`src/rtl/mdsr_pkg.sv`:
```
// Shared constants, types and command codes for the motor duty soft-start ramp.
package mdsr_pkg;

  localparam int DUTY_BITS = 10;
  localparam int STEP_BITS = 10;
  localparam int PCT_BITS  = 7;
  localparam int NUM_DUTY  = 4;

  typedef logic [DUTY_BITS-1:0] duty_t;
  typedef logic [STEP_BITS-1:0] step_t;
  typedef logic [PCT_BITS-1:0]  pct_t;
  typedef logic [1:0]           op_t;
  typedef logic [1:0]           cfg_idx_t;

  // full scale 2^DUTY_BITS - 1
  localparam duty_t FULL_SCALE = '1;
  localparam int    PCT_DIV    = 100;

  localparam op_t CMD_SET    = 2'd0;
  localparam op_t CMD_TICK   = 2'd1;
  localparam op_t CMD_TOGGLE = 2'd2;

  localparam cfg_idx_t REG_RAMP_STEP = 2'd0;
  localparam cfg_idx_t REG_STOP_STEP = 2'd1;
  localparam cfg_idx_t REG_TURN_PCT  = 2'd2;

  localparam step_t RAMP_STEP_RST = 10'd150;
  localparam step_t STOP_STEP_RST = 10'd500;
  localparam pct_t  TURN_PCT_RST  = 7'd50;

  typedef struct packed {
    op_t                    op;
    duty_t [NUM_DUTY-1:0]   tgt;  // 0 right fwd, 1 right rev, 2 left fwd, 3 left rev
  } item_t;

endpackage

```
`src/rtl/mdsr_front.sv`:
```
// Front end: accepts commands, drops the unused code and queues the rest.
module mdsr_front (
  input  logic            clk,
  input  logic            rst,
  input  logic            push,
  output logic            full,
  input  mdsr_pkg::op_t   command,
  input  mdsr_pkg::duty_t target_right_fwd,
  input  mdsr_pkg::duty_t target_right_rev,
  input  mdsr_pkg::duty_t target_left_fwd,
  input  mdsr_pkg::duty_t target_left_rev,
  output logic            q_valid,
  output mdsr_pkg::item_t q_item,
  input  logic            q_pop
);
  import mdsr_pkg::*;

  item_t      fifo [2];
  logic       wr_ptr;
  logic       rd_ptr;
  logic [1:0] count;
  logic       accept;
  logic       keep;
  logic       do_pop;
  item_t      in_item;

  assign full    = (count == 2'd2);
  assign accept  = push && !full;
  // the unused code is taken and discarded here
  assign keep    = accept && ((command == CMD_SET) || (command == CMD_TICK) ||
                              (command == CMD_TOGGLE));
  assign do_pop  = q_pop && q_valid;
  assign q_valid = (count != 2'd0);
  assign q_item  = fifo[rd_ptr];

  // input width equals the duty width, so targets are already within full scale
  always_comb begin
    in_item.op     = command;
    in_item.tgt[0] = target_right_fwd;
    in_item.tgt[1] = target_right_rev;
    in_item.tgt[2] = target_left_fwd;
    in_item.tgt[3] = target_left_rev;
  end

  always_ff @(posedge clk) begin
    if (keep) begin
      fifo[wr_ptr] <= in_item;
    end
  end

  always_ff @(posedge clk) begin
    if (rst) begin
      wr_ptr <= 1'b0;
      rd_ptr <= 1'b0;
      count  <= 2'd0;
    end else begin
      if (keep) begin
        wr_ptr <= ~wr_ptr;
      end
      if (do_pop) begin
        rd_ptr <= ~rd_ptr;
      end
      unique case ({keep, do_pop})
        2'b10:   count <= count + 2'd1;
        2'b01:   count <= count - 2'd1;
        default: count <= count;
      endcase
    end
  end

endmodule

```
`src/rtl/mdsr_core.sv`:
```
// Back end: ramp engine stepping one duty at a time through a shared multiply chain.
module mdsr_core (
  input  logic                                   clk,
  input  logic                                   rst,
  input  logic                                   q_valid,
  input  mdsr_pkg::item_t                        q_item,
  output logic                                   q_pop,
  input  logic                                   cfg_we,
  input  mdsr_pkg::cfg_idx_t                     cfg_index,
  input  mdsr_pkg::step_t                        cfg_data,
  output logic                                   res_valid,
  input  logic                                   res_pop,
  output mdsr_pkg::duty_t [mdsr_pkg::NUM_DUTY-1:0] res_duty,
  output logic                                   res_stop
);
  import mdsr_pkg::*;

  localparam int YW         = DUTY_BITS + PCT_BITS;
  localparam int RW         = YW - 6;
  localparam int RECIP_PCT  = (1 << YW) / PCT_DIV;
  localparam int XW         = DUTY_BITS + STEP_BITS;
  localparam int MW         = ((DUTY_BITS > STEP_BITS) ? DUTY_BITS : STEP_BITS) + 1;

  localparam logic [1:0] RF = 2'd0;
  localparam logic [1:0] RR = 2'd1;
  localparam logic [1:0] LF = 2'd2;
  localparam logic [1:0] LR = 2'd3;

  localparam logic [3:0] S_IDLE  = 4'd0;
  localparam logic [3:0] S_PREP  = 4'd1;
  localparam logic [3:0] S_SCALE = 4'd2;
  localparam logic [3:0] S_RECIP = 4'd3;
  localparam logic [3:0] S_EFF   = 4'd4;
  localparam logic [3:0] S_MULT  = 4'd5;
  localparam logic [3:0] S_DIV   = 4'd6;
  localparam logic [3:0] S_MOVE  = 4'd7;
  localparam logic [3:0] S_EMIT  = 4'd8;

  logic [3:0]          state;
  step_t               ramp_step;
  step_t               stop_step;
  pct_t                turn_pct;
  duty_t               cur [NUM_DUTY];
  duty_t               tgt [NUM_DUTY];
  logic                stop_mode;
  logic                turn;
  logic [NUM_DUTY-1:0] hold;
  step_t               base;
  logic [1:0]          lane;
  logic [YW-1:0]       y;
  logic [RW-1:0]       yq0;
  duty_t               eff_r;
  duty_t               ref_r;
  logic [XW-1:0]       x;
  step_t               xq0;

  duty_t               tc [NUM_DUTY];
  logic                turn_next;
  duty_t               e_lane;
  logic [YW-1:0]       y_next;
  logic [YW+RW-1:0]    y_prod;
  logic [YW-1:0]       y_rem;
  logic [RW-1:0]       y_quot;
  duty_t               scaled;
  duty_t               eff_next;
  duty_t               ref_next;
  logic [XW-1:0]       x_next;
  logic [XW:0]         x_sum;
  logic [XW:0]         x_rem;
  step_t               step_q;
  duty_t               cur_next;

  function automatic duty_t move_toward(duty_t c, duty_t t, step_t s);
    logic [MW-1:0] cw;
    logic [MW-1:0] tw;
    logic [MW-1:0] sw;
    logic [MW-1:0] up;
    logic [MW-1:0] dn;
    duty_t         r;
    cw = MW'(c);
    tw = MW'(t);
    sw = MW'(s);
    up = cw + sw;
    dn = cw - sw;
    if (c < t) begin
      r = (up > tw) ? t : up[DUTY_BITS-1:0];
    end else if (c > t) begin
      if (cw <= sw) begin
        r = '0;
      end else begin
        r = (dn < tw) ? t : dn[DUTY_BITS-1:0];
      end
    end else begin
      r = c;
    end
    return r;
  endfunction

  assign q_pop = (state == S_IDLE) && q_valid;

  // clear a side whose forward and reverse targets are both set
  always_comb begin
    for (int i = 0; i < NUM_DUTY; i++) begin
      tc[i] = tgt[i];
    end
    if ((tgt[RF] != '0) && (tgt[RR] != '0)) begin
      tc[RF] = '0;
      tc[RR] = '0;
    end
    if ((tgt[LF] != '0) && (tgt[LR] != '0)) begin
      tc[LF] = '0;
      tc[LR] = '0;
    end
    turn_next = ((tc[RR] != '0) && (tc[LF] != '0) && (tc[RF] == '0) && (tc[LR] == '0)) ||
                ((tc[RF] != '0) && (tc[LR] != '0) && (tc[RR] == '0) && (tc[LF] == '0));
  end

  always_comb begin
    e_lane = stop_mode ? '0 : tgt[lane];
    y_next = YW'(e_lane) * YW'(turn_pct);
    // floor(y / 100): reciprocal estimate, then one correction step
    y_prod = (YW+RW)'(y) * (YW+RW)'(RECIP_PCT);
    y_rem  = y - YW'(yq0) * YW'(PCT_DIV);
    y_quot = yq0 + ((y_rem >= YW'(PCT_DIV)) ? RW'(1) : RW'(0));
    scaled = (y_quot > RW'(FULL_SCALE)) ? FULL_SCALE : y_quot[DUTY_BITS-1:0];
    if (hold[lane]) begin
      eff_next = '0;
    end else if (turn) begin
      eff_next = scaled;
    end else begin
      eff_next = e_lane;
    end
    ref_next = (eff_r > cur[lane]) ? eff_r : cur[lane];
    x_next   = XW'(ref_next) * XW'(base);
    // floor(x / full scale): x + x/2^N, shifted, then one correction step
    x_sum    = (XW+1)'(x) + (XW+1)'(x >> DUTY_BITS);
    x_rem    = (XW+1)'(x) - (XW+1)'({xq0, {DUTY_BITS{1'b0}}}) + (XW+1)'(xq0);
    step_q   = xq0 + ((x_rem >= (XW+1)'(FULL_SCALE)) ? STEP_BITS'(1) : STEP_BITS'(0));
    if ((ref_r != '0) && (step_q == '0)) begin
      step_q = STEP_BITS'(1);
    end
    cur_next = move_toward(cur[lane], eff_r, step_q);
  end

  always_ff @(posedge clk) begin
    if (rst) begin
      ramp_step <= RAMP_STEP_RST;
      stop_step <= STOP_STEP_RST;
      turn_pct  <= TURN_PCT_RST;
    end else if (cfg_we) begin
      unique case (cfg_index)
        REG_RAMP_STEP: ramp_step <= cfg_data;
        REG_STOP_STEP: stop_step <= cfg_data;
        REG_TURN_PCT:  turn_pct  <= cfg_data[PCT_BITS-1:0];
        default: ;
      endcase
    end
  end

  // datapath registers
  always_ff @(posedge clk) begin
    unique case (state)
      S_PREP: begin
        turn    <= turn_next;
        hold[RF] <= (cur[RR] != '0);
        hold[RR] <= (cur[RF] != '0);
        hold[LF] <= (cur[LR] != '0);
        hold[LR] <= (cur[LF] != '0);
        base    <= stop_mode ? stop_step : ramp_step;
      end
      S_SCALE: y     <= y_next;
      S_RECIP: yq0   <= y_prod[YW +: RW];
      S_EFF:   eff_r <= eff_next;
      S_MULT: begin
        ref_r <= ref_next;
        x     <= x_next;
      end
      S_DIV:   xq0   <= x_sum[DUTY_BITS +: STEP_BITS];
      default: ;
    endcase
    if ((state == S_EMIT) && !res_valid) begin
      for (int i = 0; i < NUM_DUTY; i++) begin
        res_duty[i] <= cur[i];
      end
      res_stop <= stop_mode;
    end
  end

  always_ff @(posedge clk) begin
    if (rst) begin
      state     <= S_IDLE;
      stop_mode <= 1'b0;
      lane      <= 2'd0;
      res_valid <= 1'b0;
      for (int i = 0; i < NUM_DUTY; i++) begin
        cur[i] <= '0;
        tgt[i] <= '0;
      end
    end else begin
      if (res_pop && res_valid) begin
        res_valid <= 1'b0;
      end
      unique case (state)
        S_IDLE: begin
          if (q_valid) begin
            unique case (q_item.op)
              CMD_SET: begin
                for (int i = 0; i < NUM_DUTY; i++) begin
                  tgt[i] <= q_item.tgt[i];
                end
              end
              CMD_TOGGLE: stop_mode <= ~stop_mode;
              CMD_TICK:   state     <= S_PREP;
              default: ;
            endcase
          end
        end
        S_PREP: begin
          for (int i = 0; i < NUM_DUTY; i++) begin
            tgt[i] <= tc[i];
          end
          lane  <= 2'd0;
          state <= S_SCALE;
        end
        S_SCALE: state <= S_RECIP;
        S_RECIP: state <= S_EFF;
        S_EFF:   state <= S_MULT;
        S_MULT:  state <= S_DIV;
        S_DIV:   state <= S_MOVE;
        S_MOVE: begin
          cur[lane] <= cur_next;
          lane      <= lane + 2'd1;
          state     <= (lane == LR) ? S_EMIT : S_SCALE;
        end
        S_EMIT: begin
          if (!res_valid) begin
            res_valid <= 1'b1;
            state     <= S_IDLE;
          end
        end
        default: state <= S_IDLE;
      endcase
    end
  end

endmodule

```
`src/rtl/motor_duty_soft_start_ramp.sv`:
```
// Top level of the motor duty soft-start ramp: command queue, ramp engine, result register.
// A tick's duties appear (empty low) after prep, the lane steps and emit; emit waits for a
// free result register. Set and toggle complete in idle; the next command waits for idle.
// The ramp engine walks the four duties in turn, six steps each, through one multiply chain.
// The two-entry command queue and the result register let each side stall independently.
// Synchronous reset clears duties, targets and stop mode and loads the register defaults.
module motor_duty_soft_start_ramp (
  input  logic                  clk,
  input  logic                  rst,
  input  logic                  push,
  output logic                  full,
  input  mdsr_pkg::op_t         command,
  input  mdsr_pkg::duty_t       target_right_fwd,
  input  mdsr_pkg::duty_t       target_right_rev,
  input  mdsr_pkg::duty_t       target_left_fwd,
  input  mdsr_pkg::duty_t       target_left_rev,
  output logic                  empty,
  input  logic                  pop,
  output mdsr_pkg::duty_t       duty_right_fwd,
  output mdsr_pkg::duty_t       duty_right_rev,
  output mdsr_pkg::duty_t       duty_left_fwd,
  output mdsr_pkg::duty_t       duty_left_rev,
  output logic                  stop_active,
  input  logic                  cfg_we,
  input  mdsr_pkg::cfg_idx_t    cfg_index,
  input  mdsr_pkg::step_t       cfg_data
);
  import mdsr_pkg::*;

  logic                   q_valid;
  item_t                  q_item;
  logic                   q_pop;
  logic                   res_valid;
  duty_t [NUM_DUTY-1:0]   res_duty;

  mdsr_front u_front (
    .clk              (clk),
    .rst              (rst),
    .push             (push),
    .full             (full),
    .command          (command),
    .target_right_fwd (target_right_fwd),
    .target_right_rev (target_right_rev),
    .target_left_fwd  (target_left_fwd),
    .target_left_rev  (target_left_rev),
    .q_valid          (q_valid),
    .q_item           (q_item),
    .q_pop            (q_pop)
  );

  mdsr_core u_core (
    .clk       (clk),
    .rst       (rst),
    .q_valid   (q_valid),
    .q_item    (q_item),
    .q_pop     (q_pop),
    .cfg_we    (cfg_we),
    .cfg_index (cfg_index),
    .cfg_data  (cfg_data),
    .res_valid (res_valid),
    .res_pop   (pop),
    .res_duty  (res_duty),
    .res_stop  (stop_active)
  );

  assign empty          = !res_valid;
  assign duty_right_fwd = res_duty[0];
  assign duty_right_rev = res_duty[1];
  assign duty_left_fwd  = res_duty[2];
  assign duty_left_rev  = res_duty[3];

endmodule

```
`config.mk`:
```
export PLATFORM = sky130hd
export DESIGN_NAME = motor_duty_soft_start_ramp
export DESIGN_NICKNAME = d
export VERILOG_FILES = /design/src/rtl/mdsr_pkg.sv /design/src/rtl/mdsr_front.sv /design/src/rtl/mdsr_core.sv /design/src/rtl/motor_duty_soft_start_ramp.sv
export SDC_FILE = /design/constraint.sdc
export NUM_CORES = 1
export LEC_CHECK = 0
export ABC_AREA = 1
export BUFFER_PORTS_ARGS = -buffer_cell sky130_fd_sc_hd__buf_2
export CAP_MARGIN = 25
export CORE_MARGIN = 4
export CORE_UTILIZATION = 31
export DETAILED_ROUTE_END_ITERATION = 7
export PLACE_DENSITY = 0.55
export SYNTH_ARGS = -nofsm -noshare
export SYNTH_HDL_FRONTEND = slang
export SYNTH_SLANG_ARGS = --single-unit
```
`constraint.sdc`:
```
create_clock -name clk -period 14.8 [get_ports clk]
set_input_delay 1.48 -clock clk [delete_from_list [all_inputs] [get_ports clk]]
set_output_delay 1.48 -clock clk [all_outputs]
set_load 0.01 [all_outputs]
```
==> out/results.ini <==
[run_status]
status = finished clean

[routing]
wire_per_inst_um = 16.43
drtIter0Drc = 1648
ant_nets = 0
num_vias = 21260
drc_errors = 0
drtPass1Iterations = 7
vias_per_cell = 4.797
drt-total-wl_mm = 72.80

[timing]
relSlewSlack_pct = 39.44
setup_viol = 0
fin_crit_ps = 8271
skew_ps = 27.12
rsz0062_at_grt = false
tightest_slew_ps = 908.5
maxSlewViolCount = 0
hold_violations = 0
finalSetupTns_ps = 0
fmax_mhz = 120.9
period_share_pct = 55.89

[synth]
ys_types = 58
synth_area_leader_cell = edfxtp_1
ys_async_sr_fraction_pct = 0
netlist_area_um2 = 28130
synth_warnings = 0
synth_common_cells = nand2_1, inv_1, ha_1
ys_seq_elements = 340
synth_cells = 3126
synth_top_area_share_pct = 31.81
synth_nets = 3691
ys_seq_area_share_pct = 34.80
synth_flop_cell = edfxtp_1
synth_edf_count = 298
synth.avg_cell_area_um2 = 8.999
ys_top_cells_by_area = edfxtp_1, ha_1, fa_1, nand2_1, inv_1
synth.most_common_cell = nand2_1

[critical_path]
end_kind = flop
max_stage_delay_ps = 600
cp-start-kind = flop
timing.critical_path.mode_cell = fa_1
worstPathRequired_ps = 15100
r2r_end = u_core.x[13]
cp_max_fo = 45
cp_data_arrival_time_ps = 8570
r2r_slack_ps = 6530
worstSetupPathType = reg2reg
r2r_cells = 29
cp_slowest_cell = a32oi_1

[cts]
cts_sinks = 340
cts_tree = built
cts_buffers = 39
post_cts_buffers = 0
htreeDepth = 2
ctsResizeCount = 0
clock_latency_ps = 570
holdBufCountCts = 0
cts_buffer_depth = 3
cts.clk_slew.worst_paths_ps = 60
cts-root-buf = clkbuf_16

[pwr]
ir_drop_uv = 337.2
leakagePower_uw = 0.01468
power.density_nw_per_um2 = 245.1
total_power_uw = 7675

[placed_design]
dp_hpwl_mm = 57.55
routabilityCongestion = 0.8804
io_buffers = 101
place_area_um2 = 29920

[hold_path]
worstHoldPathType = reg2reg
min_path_cells = 1
holdPathEnd = u_front.rd_ptr
hold_start = u_front.rd_ptr

[floorplanning]
die_w_um = 309.2
die_y_um = 309.2
start_util_pct = 31.25
die_area_um2 = 95630
rows = 110
ios = 102
coreArea_um2 = 90010

[global_route]
grt_pass1_wl_mm = 116.3
antenna_found_initial = 8
grt_usage_pct = 15.34
grt_overflow_total = 0
grt_max_degree = 45
grt_pass1_vias = 21070

[flow_run]
maxCapViolations = 0

[cells_and_area]
nFillCells = 9312
drive_gt1_share_pct = 8.551
syn_to_final_growth_pct = 11.33
final_cell_area_um2 = 31320
layout.nets = 3786

cells by family (layout without fill, tap and decap cells):
group | after synthesis | count (layout) | synth area share (%)
AND/OR/NAND/NOR | 1186 | 1186 | 18.29
buffers and inverters | 602 | 727 | 8.446
adder cells (fa/ha/maj) | 506 | 506 | 26.80
AO/OA/AOI/OAI | 390 | 390 | 8.482
flip-flops | 340 | 340 | 34.80
XOR/XNOR | 101 | 101 | 3.144
multiplexers | 1 | 1 | 0.03558
other | 0 | 5 | 0
state kept, by name, summed over array words and instances, names as in the netlist, 2 cells and up, named ones only:
register and flops:
u_core.xq0 10, u_core.cur 40, u_core.ref_r 10, u_front.fifo 84, u_core.eff_r 10, u_core.lane 2
u_core.x 20, u_front.count 2, u_core.tgt 40, u_core.base 10, u_core.state 4, u_core.yq0 11
u_core.stop_step 10, u_core.y 17, u_core.res_duty 40, u_core.ramp_step 10, u_core.turn_pct 7, u_core.hold 4
critical path, delay by kind of cell, from the launching register on:
kind / cells / cell delay (ps)
AOI/OAI and AO/OA: 7 / 1630
adders and majority gates: 7 / 3260
and+or+nand+nor: 8 / 1440
buffers and inverters: 6 / 1190
DFF: 1 / 300
xor gates and xnor gates: 1 / 160
routing by layer:
metal	track usage, %	up-vias	part of all wire, %
li1	-	10570	-
met1	22.23	10060	48
met2	24.06	530	44
met3	2.744	90	6.3
met4	3.222	6	1.9
met5	0	-	0.058
power breakdown:
| group | switching, µW | internal [µW] |
|---|---|---|
| logic | 3120 | 2050 |
| registers | 121 | 1360 |
| clock network | 420 | 601 |
| total | 3660 | 4020 |
how the worst max path moves through the flow:
stage,from,endpoint,slack (ps),cells past startpoint
global route,flop,u_core.x[13],5850,28
finish,flop,u_core.x[13],6530,29
CTS,flop,u_core.x[13],6340,28
floorplan,flop,u_core.x[13],8240,30
global placement,flop,u_core.x[13],6560,28
detailed placement,flop,u_core.x[13],6380,28
layout make-up:
class                      count  area, µm²  area share [%]
multi-input combinational   2184      16000           51.10
sequential                   340       9789           31.26
inverter                     536       2019           6.448
tap                         1176       1471           4.698
clock buffer                  49       1055           3.368
timing repair buffer         120      668.1           2.133
clock inverter                22      299.0          0.9548
antenna                        5      12.51         0.03995
placed cells by master (no fill, tap or decap), drive strengths merged, types with 37 or more instances in the layout:
cell and instances:
nor2 320, ha 345, fa 161, clkbuf 49, edfxtp 298, nand2 604, inv 533, buf 120
a21oi 164, xor2 77, nand3 163, nand4 37, o21ai 109, dfxtp 42
per-stage QoR:
| step | cells | hold WS (ps) | setup WS [ps] | utilization (%) |
|---|---|---|---|---|
| global placement | 4354 | 436.6 | 6563 | 33.24 |
| detailed placement | 4354 | 445.3 | 6384 | 33.24 |
| finish | 4432 | 452.1 | 6529 | 34.79 |
| floorplan | 3126 | 425.6 | 8242 | - |
| global route | 4427 | 472.4 | 5846 | 34.78 |
| CTS | 4425 | 452.7 | 6345 | 34.74 |
Note: power is estimated with default switching activity, not from simulation.
